[config.mk]
export PLATFORM = sky130hd
export DESIGN_NAME = distance_message_parser
export DESIGN_NICKNAME = d
export VERILOG_FILES = /design/src/rtl/dmp_pkg.sv /design/src/rtl/dmp_parser.sv /design/src/rtl/dmp_out_buf.sv /design/src/rtl/distance_message_parser.sv
export SDC_FILE = /design/constraint.sdc
export NUM_CORES = 1
export LEC_CHECK = 0
export BUFFER_PORTS_ARGS = -buffer_cell sky130_fd_sc_hd__buf_2
export CORE_MARGIN = 4
export CORE_UTILIZATION = 60
export DETAILED_ROUTE_END_ITERATION = 8
export HOLD_SLACK_MARGIN = 0.03
export MAX_ROUTING_LAYER = met4
export PLACE_DENSITY = 0.86
export SLEW_MARGIN = 15
export SYNTH_ARGS = -nofsm -noshare
export SYNTH_HDL_FRONTEND = slang
export SYNTH_SLANG_ARGS = --single-unit
[constraint.sdc]
create_clock -name clk -period 5.9 [get_ports clk]
set_input_delay 0.295 -clock clk [delete_from_list [all_inputs] [get_ports clk]]
set_output_delay 0.295 -clock clk [all_outputs]
set_load 0.1 [all_outputs]
[src/rtl/dmp_pkg.sv]
// Shared types, constants and helper functions for the distance message parser.
// No dependencies; every other file imports this package.
package dmp_pkg;

	localparam int PREFIX_LEN = 13;
	localparam int TEXT_LEN   = 13;
	localparam int TEXT_IDX_W = $clog2(TEXT_LEN);

	localparam int BYTE_W  = 8;
	localparam int DIST_W  = 16;
	localparam int KIND_W  = 2;
	localparam int MIN_W   = 4;
	localparam int CFG_IDX_W = 2;
	localparam int CFG_DATA_W = 8;

	localparam logic [BYTE_W-1:0] POS_MAX = '1;

	localparam logic [KIND_W-1:0] KIND_DIST_ONE = 2'd0;
	localparam logic [KIND_W-1:0] KIND_DIST_TWO = 2'd1;
	localparam logic [KIND_W-1:0] KIND_CMD_ERR  = 2'd2;

	localparam logic [CFG_IDX_W-1:0] CFG_TERMINATOR = 2'd0;
	localparam logic [CFG_IDX_W-1:0] CFG_MIN_DIGITS = 2'd1;

	localparam logic [BYTE_W-1:0] TERM_RESET = 8'h2E;
	localparam logic [MIN_W-1:0]  MIN_RESET  = 4'd3;

	localparam logic [BYTE_W-1:0] TEXT_ONE [TEXT_LEN] = '{
		8'h44, 8'h69, 8'h73, 8'h74, 8'h61, 8'h6E, 8'h63, 8'h65,
		8'h20, 8'h31, 8'h20, 8'h3D, 8'h20
	};
	localparam logic [BYTE_W-1:0] TEXT_TWO [TEXT_LEN] = '{
		8'h44, 8'h69, 8'h73, 8'h74, 8'h61, 8'h6E, 8'h63, 8'h65,
		8'h20, 8'h32, 8'h20, 8'h3D, 8'h20
	};

	typedef struct packed {
		logic [KIND_W-1:0] kind;
		logic [DIST_W-1:0] dist_one;
		logic [DIST_W-1:0] dist_two;
		logic [BYTE_W-1:0] length;
		logic              err_pending;
	} result_t;

	// ASCII to digit mapping; letters map above nine and nothing is rejected.
	function automatic logic [BYTE_W-1:0] digit_of(input logic [BYTE_W-1:0] b);
		logic [BYTE_W-1:0] d;
		if (b <= 8'h39 || b >= 8'h80) begin
			d = b - 8'h30;
		end else if (b >= 8'h41) begin
			d = b - 8'h37;
		end else begin
			d = b;
		end
		return d;
	endfunction

endpackage

[src/rtl/dmp_parser.sv]
// Message framing state: prefix match, decimal accumulation and held distances.
// Depends on dmp_pkg; produces one result request per terminator byte.
module dmp_parser import dmp_pkg::*; (
	input  logic              clk,
	input  logic              arst_n,
	input  logic              accept,
	input  logic [BYTE_W-1:0] rx_byte,
	input  logic [BYTE_W-1:0] terminator,
	input  logic [MIN_W-1:0]  min_digits,
	output logic              res_push,
	output result_t           res_data
);

	logic [BYTE_W-1:0] pos_q;
	logic              pre_one_q;
	logic              pre_two_q;
	logic [DIST_W-1:0] acc_q;
	logic [DIST_W-1:0] dist_one_q;
	logic [DIST_W-1:0] dist_two_q;
	logic              err_q;

	logic                  is_term;
	logic                  in_prefix;
	logic                  in_text;
	logic [TEXT_IDX_W-1:0] text_idx;
	logic [DIST_W-1:0]     acc_next;
	logic                  long_enough;
	logic                  take_one;
	logic                  take_two;

	assign is_term   = (rx_byte == terminator);
	assign in_prefix = (pos_q < BYTE_W'(PREFIX_LEN));
	assign in_text   = (pos_q < BYTE_W'(TEXT_LEN));
	assign text_idx  = pos_q[TEXT_IDX_W-1:0];

	// value * 10 as two shifts and an add, wrapping at the accumulator width.
	assign acc_next = (acc_q << 3) + (acc_q << 1) + {{(DIST_W-BYTE_W){1'b0}}, digit_of(rx_byte)};

	assign long_enough = {1'b0, pos_q} >= ((BYTE_W+1)'(PREFIX_LEN) + (BYTE_W+1)'(min_digits));
	assign take_one    = long_enough && pre_one_q;
	assign take_two    = long_enough && !pre_one_q && pre_two_q;

	assign res_push = accept && is_term;

	always_comb begin
		res_data.dist_one    = take_one ? acc_q : dist_one_q;
		res_data.dist_two    = take_two ? acc_q : dist_two_q;
		res_data.length      = pos_q;
		res_data.err_pending = err_q;
		if (take_one) begin
			res_data.kind = KIND_DIST_ONE;
		end else if (take_two) begin
			res_data.kind = KIND_DIST_TWO;
		end else begin
			res_data.kind = KIND_CMD_ERR;
		end
	end

	always_ff @(posedge clk or negedge arst_n) begin
		if (!arst_n) begin
			pos_q      <= '0;
			pre_one_q  <= 1'b1;
			pre_two_q  <= 1'b1;
			acc_q      <= '0;
			dist_one_q <= '0;
			dist_two_q <= '0;
			err_q      <= 1'b0;
		end else if (accept) begin
			if (is_term) begin
				pos_q     <= '0;
				pre_one_q <= 1'b1;
				pre_two_q <= 1'b1;
				acc_q     <= '0;
				if (take_one) begin
					dist_one_q <= acc_q;
				end
				if (take_two) begin
					dist_two_q <= acc_q;
				end
				err_q <= !(take_one || take_two);
			end else begin
				if (in_prefix) begin
					if (in_text) begin
						if (rx_byte != TEXT_ONE[text_idx]) begin
							pre_one_q <= 1'b0;
						end
						if (rx_byte != TEXT_TWO[text_idx]) begin
							pre_two_q <= 1'b0;
						end
					end
				end else begin
					acc_q <= acc_next;
				end
				if (pos_q != POS_MAX) begin
					pos_q <= pos_q + 1'b1;
				end
			end
		end
	end

endmodule

[src/rtl/dmp_out_buf.sv]
// Two-entry result buffer: an output register with a skid slot behind it.
// Depends on dmp_pkg for the result type.
module dmp_out_buf import dmp_pkg::*; (
	input  logic    clk,
	input  logic    arst_n,
	input  logic    push,
	input  result_t push_data,
	output logic    space,
	output logic    out_valid,
	input  logic    out_ready,
	output result_t out_data
);

	logic    out_valid_q;
	logic    skid_valid_q;
	result_t out_q;
	result_t skid_q;

	// The skid slot is only filled when the output is full, so one free slot
	// is enough to take any further request.
	assign space     = !skid_valid_q;
	assign out_valid = out_valid_q;
	assign out_data  = out_q;

	always_ff @(posedge clk or negedge arst_n) begin
		if (!arst_n) begin
			out_valid_q  <= 1'b0;
			skid_valid_q <= 1'b0;
		end else if (out_ready || !out_valid_q) begin
			if (skid_valid_q) begin
				out_valid_q  <= 1'b1;
				skid_valid_q <= 1'b0;
			end else begin
				out_valid_q <= push;
			end
		end else if (push) begin
			skid_valid_q <= 1'b1;
		end
	end

	always_ff @(posedge clk) begin
		if (out_ready || !out_valid_q) begin
			out_q <= skid_valid_q ? skid_q : push_data;
		end else if (push) begin
			skid_q <= push_data;
		end
	end

endmodule

[src/rtl/distance_message_parser.sv]
// Distance message parser top level: configuration registers, parser, result buffer.
// Depends on dmp_pkg, dmp_parser and dmp_out_buf.
//
// The block takes one received byte per clock cycle and frames messages that
// end in the terminator byte (register 0, reset '.'). The first 13 bytes are
// matched against "Distance 1 = " and "Distance 2 = ", and later bytes build a
// decimal value that wraps at 16 bits. A terminator yields one result, held in
// the output register, or in its skid slot while the output register still
// holds a result that is not taken; other bytes yield none. Input ready drops
// only while both the output register and its skid slot hold results that
// have not been taken. Register 1 sets the fewest value bytes a command needs
// (reset 3); writes to other indexes are ignored.
module distance_message_parser import dmp_pkg::*; (
	input  logic                  clk,
	input  logic                  arst_n,
	input  logic                  in_valid,
	output logic                  in_ready,
	input  logic [BYTE_W-1:0]     rx_byte,
	output logic                  out_valid,
	input  logic                  out_ready,
	output logic [KIND_W-1:0]     msg_kind,
	output logic [DIST_W-1:0]     distance_one,
	output logic [DIST_W-1:0]     distance_two,
	output logic [BYTE_W-1:0]     msg_length,
	output logic                  error_pending,
	input  logic                  cfg_we,
	input  logic [CFG_IDX_W-1:0]  cfg_index,
	input  logic [CFG_DATA_W-1:0] cfg_data
);

	logic [BYTE_W-1:0] term_q;
	logic [MIN_W-1:0]  min_q;
	logic              accept;
	logic              res_push;
	logic              space;
	result_t           res_data;
	result_t           out_data;

	always_ff @(posedge clk or negedge arst_n) begin
		if (!arst_n) begin
			term_q <= TERM_RESET;
			min_q  <= MIN_RESET;
		end else if (cfg_we) begin
			case (cfg_index)
				CFG_TERMINATOR: term_q <= cfg_data[BYTE_W-1:0];
				CFG_MIN_DIGITS: min_q  <= cfg_data[MIN_W-1:0];
				default: ;
			endcase
		end
	end

	assign in_ready = space;
	assign accept   = in_valid && space;

	dmp_parser u_parser (
		.clk        (clk),
		.arst_n     (arst_n),
		.accept     (accept),
		.rx_byte    (rx_byte),
		.terminator (term_q),
		.min_digits (min_q),
		.res_push   (res_push),
		.res_data   (res_data)
	);

	dmp_out_buf u_out_buf (
		.clk       (clk),
		.arst_n    (arst_n),
		.push      (res_push),
		.push_data (res_data),
		.space     (space),
		.out_valid (out_valid),
		.out_ready (out_ready),
		.out_data  (out_data)
	);

	assign msg_kind      = out_data.kind;
	assign distance_one  = out_data.dist_one;
	assign distance_two  = out_data.dist_two;
	assign msg_length    = out_data.length;
	assign error_pending = out_data.err_pending;

endmodule

== Word-level counts from Yosys, hierarchy flattened ==
Memory sizes are Yosys's and may differ from the RTL's.
Index checks and enable logic that the tools add are counted.

* Latch bits: 0
* Memory bits (writable): 0
* Memories kept: 2
* Register bits after elaboration: 159
* Input port bits: 23
* ROM bits: 256
* Logic and storage cells: 93
* Output and inout bits: 45

* Div/mod/pow operators: 0
* Order comparisons: 6
* Mux-type cells: 24
* $mul: 0
* Bitwise logic cells: 2
* Reductions and logical operators: 26
* Shift-type cells: 0
* Add/subtract/negate cells: 6
* Eq/ne operators: 6

{| class="wikitable"
|+ Memory list
! name !! words !! bits a word !! rd ports !! clocked after Yosys merged registers in !! write ports !! line !! RTL
|-
| (no name shown) || 16 || 8 || 1 || 0 || 0 || dmp_parser.sv:84 || <nowiki>if (rx_byte != TEXT_ONE[text_idx]) begin</nowiki>
|-
| (no name shown) || 16 || 8 || 1 || 0 || 0 || dmp_parser.sv:87 || <nowiki>if (rx_byte != TEXT_TWO[text_idx]) begin</nowiki>
|}

{| class="wikitable"
|+ Operators with widths
! operator !! count
|-
| $mux W16 || 4
|-
| $mux W8 || 8
|-
| $mux W43 || 1
|-
| $add A16 B16 Y16 || 1
|-
| $add A16 B8 Y16 || 1
|-
| $ne A8 B8 Y1 || 2
|-
| $sub A8 B6 Y8 const B || 2
|-
| $reduce_and A2 Y1 || 6
|-
| $reduce_bool A2 Y1 || 5
|-
| $ge A8 B9 Y1 || 1
|-
| $mux W1 || 9
|-
| $add A8 B1 Y8 const B || 1
|-
| $eq A8 B8 Y1 || 1
|-
| $ge A8 B7 Y1 const B || 1
|-
| $ge A8 B8 Y1 const B || 1
|-
| $le A8 B6 Y1 const B || 1
|-
| $lt A8 B4 Y1 const B || 1
|-
| $ne A8 B8 Y1 const B || 1
|-
| $reduce_and A3 Y1 || 2
|-
| $add A4 B4 Y5 const A || 1
|-
| $ge A5 B5 Y1 const B || 1
|-
| $logic_and A1 B1 Y1 || 5
|-
| $not A4 Y5 || 1
|-
| $logic_not A1 Y1 || 4
|-
| 6 further kinds || 9
|}

== Depth between registers and ports, before layout ==
Gate-level depths: netlist (run 1).

* Depth in word-level cells: 8
* Gate-level depth with buffers: 17
* Mapped depth without buffers: 17

== By module ==
Synthesis (run 1) repeated with hierarchy kept, for this count alone.

* Cell total of the unflattened synthesis: 610
* Area total of the unflattened synthesis: 8388.0 um^2

{| class="wikitable"
|+ Modules (own cells, without submodules)
! module !! area an instance (um^2) !! times used !! seq. area each (um^2) !! cells an instance
|-
| dmp_parser || 4533.1 || 1 || 1478.9 || 440
|-
| dmp_out_buf || 3379.5 || 1 || 2632.5 || 143
|-
| distance_message_parser || 475.5 || 1 || 307.8 || 27
|}

== Worst setup path before layout (run 1) ==
OpenSTA, ideal clock, no wires.

* Path kind: register to register
* Start: reg u_out_buf.out_valid_q (netlist: u_out_buf.out_valid)
* End: reg u_out_buf.skid_q[0] (netlist name), enable pin
* Cell stages (with the launch flop): 4
* Path buffers: 0
* Arrival: 4853 ps
* Period minus slack after synthesis: 5349 ps
* Setup time: 497 ps
* Setup slack: 551 ps
* Data required time: 5403 ps
* Cell sequence: dfrtp_1 nor2b_1 inv_1 nor3_1

* Longest elaborated chain between the ends: 4

{| class="wikitable"
|+ Ends and longest elaborated chain
! item !! line !! RTL
|-
| start: declaration || dmp_out_buf.sv:14 || <nowiki>logic out_valid_q;</nowiki>
|-
| start signal: assignment || dmp_out_buf.sv:34 || <nowiki>out_valid_q <= push;</nowiki>
|-
| $logic_not A1 Y1 || dmp_out_buf.sv:42 || <nowiki>if (out_ready || !out_valid_q) begin</nowiki>
|-
| $logic_or A1 B1 Y1 || dmp_out_buf.sv:42 ||
|-
| $not A1 Y1 (no source line) || - ||
|-
| $reduce_and A2 Y1 (no source line) || - ||
|-
| end signal: assignment || dmp_out_buf.sv:45 || <nowiki>skid_q <= push_data;</nowiki>
|-
| end: declaration || dmp_out_buf.sv:17 || <nowiki>result_t skid_q;</nowiki>
|}

Every way passes these cells.
A chain may end at the register's enable or synchronous reset.

== Worst setup path after layout (run 1) ==
* Start: in rx_byte[0]
* End: reg u_parser.acc_q[15]

* Longest elaborated chain between the ends: 6
* Elaborated cells on any way between the ends: 14
* Those cells by class: add/sub: 3; order compare: 3; eq/ne: 2; mux: 4; reduce/logical: 2

{| class="wikitable"
|+ Ends and longest elaborated chain
! item !! line !! RTL
|-
| start: declaration || distance_message_parser.sv:18 || <nowiki>input logic [BYTE_W-1:0] rx_byte,</nowiki>
|-
| $sub A8 B6 Y8 (tied with other cells) || dmp_pkg.sv:51 || <nowiki>d = b - 8'h37;</nowiki>
|-
| $mux W8 or $logic_or A1 B1 Y1 (tied branches) || dmp_pkg.sv:50, dmp_pkg.sv:48 ||
|-
| $mux W8 || dmp_pkg.sv:48 || <nowiki>if (b <= 8'h39 || b >= 8'h80) begin</nowiki>
|-
| $add A16 B8 Y16 || dmp_parser.sv:37 || <nowiki>assign acc_next = (acc_q << 3) + (acc_q << 1) + {{(DIST_W-BYTE_W){1'b0}}, digit_of(rx_byte)};</nowiki>
|-
| $mux W16 || dmp_parser.sv:82 || <nowiki>if (in_prefix) begin</nowiki>
|-
| $mux W16 || dmp_parser.sv:69 || <nowiki>if (is_term) begin</nowiki>
|-
| end signal: assignment || dmp_parser.sv:92 || <nowiki>acc_q <= acc_next;</nowiki>
|-
| end: declaration || dmp_parser.sv:17 || <nowiki>logic [DIST_W-1:0] acc_q;</nowiki>
|}

Parallel ways exist; a longest one is shown, timed or not. The select of a mux whose other input is x is not followed.

==> reports/results.tsv, run 1 <==
stage	metric	value	unit
worst_setup_path	kind of critical path	input port to flop	
clock_tree	clock sinks	159	
yosys	register area share after synthesis	54.1	%
run	max-cap violations	0	
yosys	yosys warns	0	
clock_tree	CTS Buf Count	17	
final_layout	post-layout util	69.8	%
detailed_routing	DR iter-0 viols	347	
detailed_routing	Vias/cell	5.70	
hold_path	Worst Hold Class	input port to asynchronous set/reset pin	
timing	Rel. slew slack	22.8	%
timing	Fmax	262	MHz
detailed_routing	Detailed Routing Iterations Pass 1	6	
timing	Finish-stage setup viols	0	
die	Starting Density	61.4	%
timing	fin crit share	64.7	%
final_layout	most frequent cells in the layout	86 x edfxtp_1, 82 x mux2_2, 67 x buf_2, 65 x dfrtp_1, 40 x ha_1	
power_and_ir_drop	sequential power share	36.1	%
power_and_ir_drop	Pint	2.58	mW
detailed_routing	DRC viols	0	
worst_setup_path	crit path launch type	input port	
final_layout	most common cell after layout, fill and taps aside	edfxtp_1	
worst_setup_path	Crit. End Element	flop	
final_layout	final std cells w/o fill	868	
die	row count	42	
place	Final HPWL DP	10.8	mm
power_and_ir_drop	Clk network pwr share	26.6	%
power_and_ir_drop	sw power	1.54	mW
place	routability cong.	0.941	
place	Placed Cells	835	
run_status	status	finished clean	
timing	Hold Fails Final Rpt	0	
clock_tree	TritonCTS clock tree	built	
clock_tree	Clock Pin Slew Worst Setup and Hold Paths	0.06	ns
die	Die X-Extent	125	um
clock_tree	post-CTS resize count	0	
die	die area	15500	sq um
worst_setup_path	Critical Path Max Stage Delay	0.54	ns
yosys	Yosys reg bits	159	
yosys	Syn Nets	673	
detailed_routing	routed wire length	16.0	mm
yosys	cell count after synthesis	604	
timing	Clock Skew	0.00727	ns
final_layout	share of layout cells above drive strength 1	33.4	%
worst_setup_path	CP required	6.22	ns
timing	crit path setup slack, layout	2.08	ns
yosys	post-synth top area cell	edfxtp_1	
grt	first-pass GRT wire length	26.5	mm
worst_setup_path	CP cell instances	buf_2, inv_1, ha_1, nor4b_1, o21ai_0, and3_1, nand2_1, xnor2_1, fa_1, ha_1, a211oi_1, nor2_1, o31ai_1, o21ai_0, xnor2_1, a22o_1	
yosys	EDFF count, synth	86	
die	Die H	125	um
power_and_ir_drop	Worst VDD drop	0.223	mV
clock_tree	largest buffer count on any clock path	2	
worst_setup_path	R2R setup slack	2.59	ns
grt	largest net degree at the start of global routing	74	
power_and_ir_drop	Leakage	4.11	nW
worst_setup_path	slowest CP cell	o31ai_1	
yosys	Avg Cell Area, Syn	13.5	sq um
power_and_ir_drop	pwr dens	444	nW/um^2
clock_tree	Post-CTS Hold Fix Bufs	0	
detailed_routing	drt wl/cell	18.4	um
detailed_routing	via count	4945	
place	port bufs	67	
timing	post-layout min period	3.82	ns
final_layout	Fillers	929	
grt	Overall Global Routing Usage	22.2	%
clock_tree	clock insertion delay at the later pin of the skew report	0.43	ns
clock_tree	CTS H-tree depth	4	
yosys	synth top area cells	edfxtp_1 32%, dfrtp_1 20%, mux2_2 11%	
worst_setup_path	FF-to-FF Start	u_parser.pos_q[0]	
worst_setup_path	critical path arrival	4.14	ns
final_layout	area delta synth->final	13.6	%
die	Top Ports	68	
yosys	Distinct cells, synth	61	
timing	Max Slew Vio Count	0	
clock_tree	setup bufs post-CTS	0	
clock_tree	Root Buffer	clkbuf_16	
worst_setup_path	reg2reg end	u_parser.dist_two_q[2]	
detailed_routing	post-route ant nets	0	
yosys	ys flop type	edfxtp_1	
place	Place WS	1.66	ns
yosys	Post-synth ARST share	45.9	%
grt	global route overflow	0	
power_and_ir_drop	sw frac	37.3	%
final_layout	Inserted Diodes	0	
timing	Worst-Margin Slew	1.16	ns
grt	initial antenna violation count	0	
yosys	mapped cell area	8170	sq um
timing	sum of negative setup slack	0	ns
final_layout	fin nets	748	
yosys	share of the synthesized area in the top cell type	31.6	%
power_and_ir_drop	combinational share of power	37.3	%
timing	RSZ-0062 raised after global routing	false	
worst_setup_path	worst reg-to-reg path cell count	8	
worst_setup_path	critical path fanouts, max	7	
die	core area	13300	sq um
grt	vias in the first global route	5148	
==> layer usage <==
layer / global-route usage, % / wire, um / vias up
met4: 7.61 / 352 / 0
met2: 37.2 / 8130 / 118
met3: 5.02 / 724 / 28
met1: 26.7 / 6750 / 2438
li1: - / - / 2361
met5: - / 0 / -
==> how the worst max path moves through the flow <==
stage                           to  slack (ns)           startpoint
6_report        u_parser.acc_q[15]        2.08           rx_byte[0]
2_1_floorplan  u_out_buf.skid_q[0]        0.55  u_out_buf.out_valid
5_1_grt         u_parser.acc_q[15]        1.74           rx_byte[0]
3_3_place_gp    u_parser.acc_q[15]        1.79           rx_byte[0]
3_5_place_dp    u_parser.acc_q[15]        1.66           rx_byte[0]
4_1_cts         u_parser.acc_q[15]        2.13           rx_byte[0]
==> power by group through the flow <==
stage	Clock, mW	Combinational, mW	Sequential [mW]
2_1_floorplan	0	1.07	1.62
3_3_place_gp	0	1.48	1.49
3_5_place_dp	0	1.52	1.50
4_1_cts	1.11	1.54	1.48
5_1_grt	1.16	1.71	1.51
6_report	1.09	1.54	1.49
==> sequential cells by signal, indices dropped and copies added (netlist names) <==
name and flops:
u_out_buf.skid_valid_q 1, u_parser.pre_two_q 1, u_parser.dist_two_q 16, u_parser.acc_q 16, u_parser.pos_q 8, u_parser.pre_one_q 1, u_out_buf.out_valid 1, min_q 4
u_parser.dist_one_q 16, u_parser.err_q 1, u_out_buf.out_data 43, term_q 8, u_out_buf.skid_q 43
==> synthesized netlist by cell type, drive strengths merged (2+ instances only) <==
cell and n:
fa 6, o211ai 4, xor2 14, clkbuf 9, nand4 5, or2 3, nand2b 3, or3 3
nor2b 3, a21o 3, a22o 9, nor3 8, edfxtp 86, ha 40, a211oi 3, dfrtp 65
mux2i 4, nand3 10, nor4 2, and3 3, buf 10, a21oi 22, o21a 4, nand2 30
o21ai 25, mux2 116, o31ai 4, dfstp 8, inv 31, and2 2, a32o 2, nor2 24
a31oi 2, xnor2 25, nor4b 3
==> stage by stage <==
step / hold slack (ns) / power [mW] / cell area (sq um)
floorplan: -0.000591 / 2.69 / 8170
global placement: 0.458 / 2.98 / 8680
detailed placement: 0.456 / 3.03 / 8680
CTS: 0.0925 / 4.13 / 9260
global route: 0.0990 / 4.38 / 9280
finish: 0.0850 / 4.11 / 9280
==> worst max-delay path, delay by kind of cell <==
family                     cells  cell delay, ns
xor gates and xnor gates       2            0.35
AOI/OAI and AO/OA              5            1.52
and+or+nand+nor                4            0.64
adders and majority gates      3            1.05
buffers and inverters          2            0.28
==> cell type report <==
type                            count  area [sq um]  share of cell area, %
Multi-Input combinational cell    395          3540                   38.1
Inverter                           31           116                   1.25
Clock buffer                       23           448                   4.83
Sequential cell                   159          4420                   47.6
Clock inverter                      9           135                   1.46
Tap cell                          176           220                   2.37
Timing Repair Buffer               75           399                   4.30
==> cell families (layout without fill, tap and decap cells) <==
| group | count (synthesis) | in the layout | synth area share (%) |
|---|---|---|---|
| compound gates | 88 | 88 | 7.14 |
| mux | 120 | 120 | 17.8 |
| simple gates | 102 | 102 | 6.50 |
| flops | 159 | 159 | 54.1 |
| buf+inv | 50 | 138 | 2.70 |
| fa+ha+maj | 46 | 46 | 7.60 |
| xor+xnor | 39 | 39 | 4.18 |
(Power assumes the default switching activity.)
==> run 2: changes to the inputs <==
==> constraint.sdc (replaced) <==
create_clock -name clk -period 3.7 [get_ports clk]
set_input_delay 0.185 -clock clk [delete_from_list [all_inputs] [get_ports clk]]
set_output_delay 0.185 -clock clk [all_outputs]
set_load 0.1 [all_outputs]
==> reports/results.tsv, run 2 (synthesis gave the netlist of run 1 again) <==
stage	metric	value	unit
hold_path	hold path depth	4	
die	Die H	125	um
power_and_ir_drop	Worst VDD drop	0.344	mV
timing	sum of negative setup slack	0	ns
final_layout	most common cell after layout, fill and taps aside	edfxtp_1	
place	Placed Cells	855	
timing	Clock Skew	0.00829	ns
grt	global route overflow	0	
clock_tree	TritonCTS clock tree	built	
clock_tree	Root Buffer	clkbuf_16	
power_and_ir_drop	combinational share of power	39.1	%
grt	vias in the first global route	5291	
die	Top Ports	68	
place	Place WS	-0.149	ns
grt	initial antenna violation count	0	
detailed_routing	routed wire length	15.9	mm
clock_tree	CTS H-tree depth	4	
hold_path	Hold Startpoint	in_valid	
hold_path	Worst Hold Class	input port to flop	
power_and_ir_drop	pwr dens	695	nW/um^2
timing	post-layout min period	3.31	ns
grt	first-pass GRT wire length	26.8	mm
worst_setup_path	WP buf/inv	3	
clock_tree	Clock Pin Slew Worst Setup and Hold Paths	0.06	ns
place	port bufs	67	
run_status	status	finished clean	
place	routability cong.	0.946	
worst_setup_path	reg2reg end	u_parser.dist_two_q[1]	
worst_setup_path	FF-to-FF Start	min_q[0]	
final_layout	final std cells w/o fill	896	
worst_setup_path	critical path fanouts, max	4	
worst_setup_path	kind of critical path	input port to flop	
worst_setup_path	slowest CP cell	fa_1	
die	die area	15500	sq um
detailed_routing	DRC viols	0	
detailed_routing	Detailed Routing Iterations Pass 1	4	
worst_setup_path	crit path launch type	input port	
clock_tree	clock sinks	159	
final_layout	post-layout util	71.4	%
timing	Hold Fails Final Rpt	0	
worst_setup_path	worst reg-to-reg path cell count	11	
power_and_ir_drop	total power	6.60	mW
worst_setup_path	CP cell instances	buf_2, inv_1, ha_1, nor4b_1, o21ai_1, a21oi_1, o21ai_0, mux2i_1, a41o_1, fa_1, inv_1, ha_1, o211ai_1, o21a_1, a221o_1, a311oi_1, xor2_1, a22o_1	
worst_setup_path	CP required	4.01	ns
timing	RSZ-0062 raised after global routing	false	
final_layout	share of layout cells above drive strength 1	35.0	%
clock_tree	clock insertion delay at the later pin of the skew report	0.42	ns
detailed_routing	DR iter-0 viols	282	
worst_setup_path	Critical Path Max Stage Delay	0.48	ns
timing	hold slack final	0.161	ns
die	Starting Density	61.4	%
die	row count	42	
timing	Worst-Margin Slew	0.949	ns
worst_setup_path	R2R setup slack	0.66	ns
power_and_ir_drop	sw power	2.47	mW
detailed_routing	via count	5033	
timing	Rel. slew slack	36.8	%
final_layout	fin nets	776	
worst_setup_path	critical path arrival	3.63	ns
final_layout	final instance area	9490	sq um
die	core area	13300	sq um
grt	largest net degree at the start of global routing	45	
timing	fin crit share	89.6	%
worst_setup_path	CP delay by family, top	compound AO/OA/AOI/OAI gates	
power_and_ir_drop	Clk network pwr share	25.2	%
place	Cell Area, Placed	8830	sq um
timing	Finish-stage setup viols	0	
clock_tree	largest buffer count on any clock path	2	
clock_tree	setup bufs post-CTS	0	
detailed_routing	drt wl/cell	17.8	um
detailed_routing	post-route ant nets	0	
detailed_routing	Vias/cell	5.62	
timing	Max Slew Vio Count	0	
clock_tree	CTS Buf Count	17	
timing	Fmax	302	MHz
worst_setup_path	Crit. End Element	flop	
grt	Overall Global Routing Usage	22.2	%
power_and_ir_drop	Pint	4.12	mW
power_and_ir_drop	sw frac	37.5	%
timing	crit path setup slack, layout	0.385	ns
die	Die X-Extent	125	um
power_and_ir_drop	sequential power share	35.7	%
power_and_ir_drop	Leakage	4.25	nW
run	max-cap violations	0	
place	Final HPWL DP	10.8	mm
final_layout	Inserted Diodes	0	
hold_path	Min-Delay Endpoint	u_parser.pre_two_q	
final_layout	most frequent cells in the layout	86 x edfxtp_1, 82 x mux2_2, 67 x buf_2, 65 x dfrtp_1, 40 x ha_1	
final_layout	area delta synth->final	16.2	%
==> run 2: changes by cell type in the layout (fill, tap and decap cells not counted), moves of 2 or more <==
cell and change:
buf_4 +20, clkbuf_1 -2, clkinv_2 +4, clkinv_4 +2, clkinvlp_4 -2, dlygate4sd3_1 +9, nor3_2 -2
==> run 2: timing repair <==
item | in CTS | in global routing
hold buffers | 9 | 0
resized for setup | 0 | 1
hold endpoints to repair | 46 | 0
setup endpoints to repair | 0 | 1
==> run 2: tightest hold or removal path, cell delays in order <==
cell and delay (ns):
buf_2 0.12, nand3_1 0.10, a21oi_1 0.07, o21ai_0 0.07
==> run 2: final cells by class <==
cell class	instances	area (sq um)
sequential	159	4420
inverter	31	116
clock buffer	21	440
fill	898	3800
timing repair buffer	103	628
tap	176	220
clock inverter	11	119
multi-input combinational	395	3550
==> run 2: worst max path at each step <==
stage | start | end | slack, ns | cells after the start
finish | rx_byte[0] | u_parser.acc_q[14] | 0.39 | 18
detailed placement | rx_byte[0] | u_parser.acc_q[14] | -0.15 | 18
global placement | rx_byte[0] | u_parser.acc_q[14] | 0.02 | 18
CTS | rx_byte[0] | u_parser.acc_q[14] | 0.29 | 18
floorplan | rx_byte[0] | u_parser.acc_q[14] | 0.14 | 16
global route | rx_byte[1] | u_parser.acc_q[14] | 0.1 | 18
==> run 2: metal layers <==
layer  part of all wire (%)  GRT usage, %
met5                      0             -
met4                    2.5          9.03
met3                    3.8          5.66
met2                     51          36.2
met1                     43          26.6
==> run 2: power groups by stage <==
stage | combinational (mW) | sequential, mW | clock [mW]
global route | 2.86 | 2.39 | 1.79
floorplan | 1.70 | 2.59 | 0
global placement | 2.47 | 2.37 | 0
CTS | 2.58 | 2.35 | 1.69
detailed placement | 2.53 | 2.39 | 0
finish | 2.58 | 2.35 | 1.66
==> run 3: changes to the inputs <==
--- a/config.mk
+++ b/config.mk
@@ -5,13 +5,14 @@
 export SDC_FILE = /design/constraint.sdc
 export NUM_CORES = 1
 export LEC_CHECK = 0
-export BUFFER_PORTS_ARGS = -buffer_cell sky130_fd_sc_hd__buf_2
 export CORE_MARGIN = 4
-export CORE_UTILIZATION = 60
+export CORE_UTILIZATION = 62
 export DETAILED_ROUTE_END_ITERATION = 8
+export DONT_BUFFER_PORTS = 1
 export HOLD_SLACK_MARGIN = 0.03
 export MAX_ROUTING_LAYER = met4
-export PLACE_DENSITY = 0.86
+export PLACE_DENSITY = 0.84
+export SKIP_LAST_GASP = 1
 export SLEW_MARGIN = 15
 export SYNTH_ARGS = -nofsm -noshare
 export SYNTH_HDL_FRONTEND = slang
==> reports/results.tsv, run 3 (synthesis gave the netlist of run 1 again) <==
stage	metric	value	unit
detailed_routing	Detailed Routing Iterations Pass 1	4	
power_and_ir_drop	sequential power share	41.3	%
grt	initial antenna violation count	0	
worst_setup_path	Crit. End Element	flop	
worst_setup_path	FF-to-FF Start	min_q[0]	
timing	Finish-stage setup viols	0	
clock_tree	CTS H-tree depth	4	
timing	fin crit share	91.0	%
hold_path	Hold Startpoint	rx_byte[1]	
power_and_ir_drop	combinational share of power	34.1	%
grt	vias in the first global route	5159	
worst_setup_path	kind of critical path	input port to flop	
worst_setup_path	CP required	4.01	ns
timing	Rel. slew slack	28.7	%
die	Die X-Extent	123	um
die	die area	15100	sq um
detailed_routing	via count	4925	
run	max-cap violations	0	
clock_tree	TritonCTS clock tree	built	
timing	hold slack final	0.0895	ns
worst_setup_path	crit path launch type	input port	
timing	sum of negative setup slack	0	ns
hold_path	Worst Hold Class	input port to flop	
place	port bufs	0	
final_layout	fin nets	705	
die	Starting Density	63.9	%
worst_setup_path	worst reg-to-reg path cell count	11	
timing	Fmax	297	MHz
run_status	status	finished clean	
final_layout	Inserted Diodes	0	
clock_tree	largest buffer count on any clock path	2	
timing	Worst-Margin Slew	1.07	ns
die	core area	12800	sq um
power_and_ir_drop	sw power	2.47	mW
grt	Overall Global Routing Usage	23.6	%
grt	global route overflow	0	
final_layout	most frequent cells in the layout	86 x edfxtp_1, 82 x mux2_2, 65 x dfrtp_1, 40 x ha_1, 30 x nand2_1	
clock_tree	Clock Pin Slew Worst Setup and Hold Paths	0.06	ns
grt	first-pass GRT wire length	26.6	mm
place	Final HPWL DP	10.7	mm
final_layout	most common cell after layout, fill and taps aside	edfxtp_1	
detailed_routing	post-route ant nets	0	
detailed_routing	drt wl/cell	19.4	um
power_and_ir_drop	Leakage	3.90	nW
clock_tree	Root Buffer	clkbuf_16	
grt	largest net degree at the start of global routing	74	
die	Die H	123	um
detailed_routing	DRC viols	0	
final_layout	share of layout cells above drive strength 1	27.3	%
final_layout	area delta synth->final	11.7	%
timing	Clock Skew	0.00561	ns
hold_path	hold path depth	3	
detailed_routing	routed wire length	15.9	mm
die	row count	41	
power_and_ir_drop	sw frac	38.0	%
clock_tree	setup bufs post-CTS	0	
clock_tree	clock insertion delay at the later pin of the skew report	0.42	ns
worst_setup_path	Critical path origin	rx_byte[1]	
detailed_routing	DR iter-0 viols	289	
clock_tree	clock sinks	159	
timing	RSZ-0062 raised after global routing	false	
power_and_ir_drop	Clk network pwr share	24.6	%
timing	post-layout min period	3.37	ns
timing	Hold Fails Final Rpt	0	
worst_setup_path	critical path arrival	3.68	ns
place	routability cong.	0.930	
timing	Max Slew Vio Count	0	
clock_tree	CTS Buf Count	17	
power_and_ir_drop	Pint	4.02	mW
die	Top Ports	68	
detailed_routing	Vias/cell	6.01	
power_and_ir_drop	pwr dens	711	nW/um^2
worst_setup_path	critical path fanouts, max	6	
power_and_ir_drop	Worst VDD drop	0.446	mV
## run 3: cell count changes in the layout (fill, tap and decap cells not counted), moves of 2 or more
cell,change
buf_2,-67
clkbuf_1,-4
buf_4,-8
dlygate4sd3_1,+3
clkinv_1,+3
clkinv_4,-2
## run 3: path summary, 6_finish.rpt
path	end	slack, ns
hold reg to reg	u_out_buf.skid_q[0]	0.46
max in group asynchronous	u_parser.pre_one_q	3.01
min in group asynchronous	u_parser.dist_one_q[2]	0.36
hold / removal	u_parser.pre_one_q	0.09
setup / recovery	u_parser.acc_q[15]	0.33
setup reg to reg	u_parser.dist_two_q[15]	0.68
## run 3: repair_timing
action / 4_1_cts / 5_1_grt
endpoints found under the setup margin: 0 / 2
resized for setup: 0 / 1
hold endpoints to repair: 87 / 0
hold buffers: 13 / 0
## run 3: power groups by stage
| stage | Clock, mW | Combinational (mW) | Sequential, mW |
|---|---|---|---|
| after floorplan | 0 | 1.70 | 2.59 |
| after global placement | 0 | 2.08 | 2.70 |
| after detailed placement | 0 | 2.14 | 2.71 |
| after CTS | 1.62 | 2.20 | 2.68 |
| after global routing | 1.70 | 2.46 | 2.72 |
| final | 1.60 | 2.21 | 2.68 |
## run 3: routing by layer
layer / vias to the layer above / track usage, % / routed length (um)
li1: 2283 / - / -
met5: - / - / 0
met3: 23 / 5.07 / 715
met2: 143 / 38.9 / 8100
met4: 0 / 8.54 / 310
met1: 2476 / 28.9 / 6760
## run 3: per-stage QoR
step | setup slack (ns) | power, mW | std cells | utilization, % | area (sq um)
3_3_place_gp | 0.148 | 4.78 | 776 | 66.0 | 8430
2_1_floorplan | 0.145 | 4.29 | 604 | - | 8180
6_report | 0.332 | 6.49 | 820 | 71.4 | 9120
5_1_grt | 0.106 | 6.88 | 820 | 71.4 | 9120
3_5_place_dp | -0.121 | 4.85 | 776 | 66.0 | 8430
4_1_cts | 0.304 | 6.50 | 820 | 71.4 | 9120
## run 3: layout make-up
cell class | count | area [sq um]
sequential | 159 | 4420
fill | 814 | 3650
multi-input combinational | 395 | 3540
clock buffer | 18 | 439
timing repair buffer | 32 | 290
tap | 172 | 215
inverter | 31 | 116
clock inverter | 13 | 97.6
## run 3: worst max-delay path: stages
cell and delay (ns):
inv_1 0.06, ha_1 0.20, nor4b_1 0.14, o21ai_1 0.29, a21oi_1 0.16, o21ai_0 0.22, mux2i_1 0.12, a41o_1 0.25
fa_1 0.48, inv_1 0.04, ha_1 0.30, buf_4 0.15, o21ai_0 0.07, nor2_1 0.07, o31ai_1 0.22, buf_4 0.18
o21ai_0 0.14, xnor2_1 0.18, a22o_1 0.22
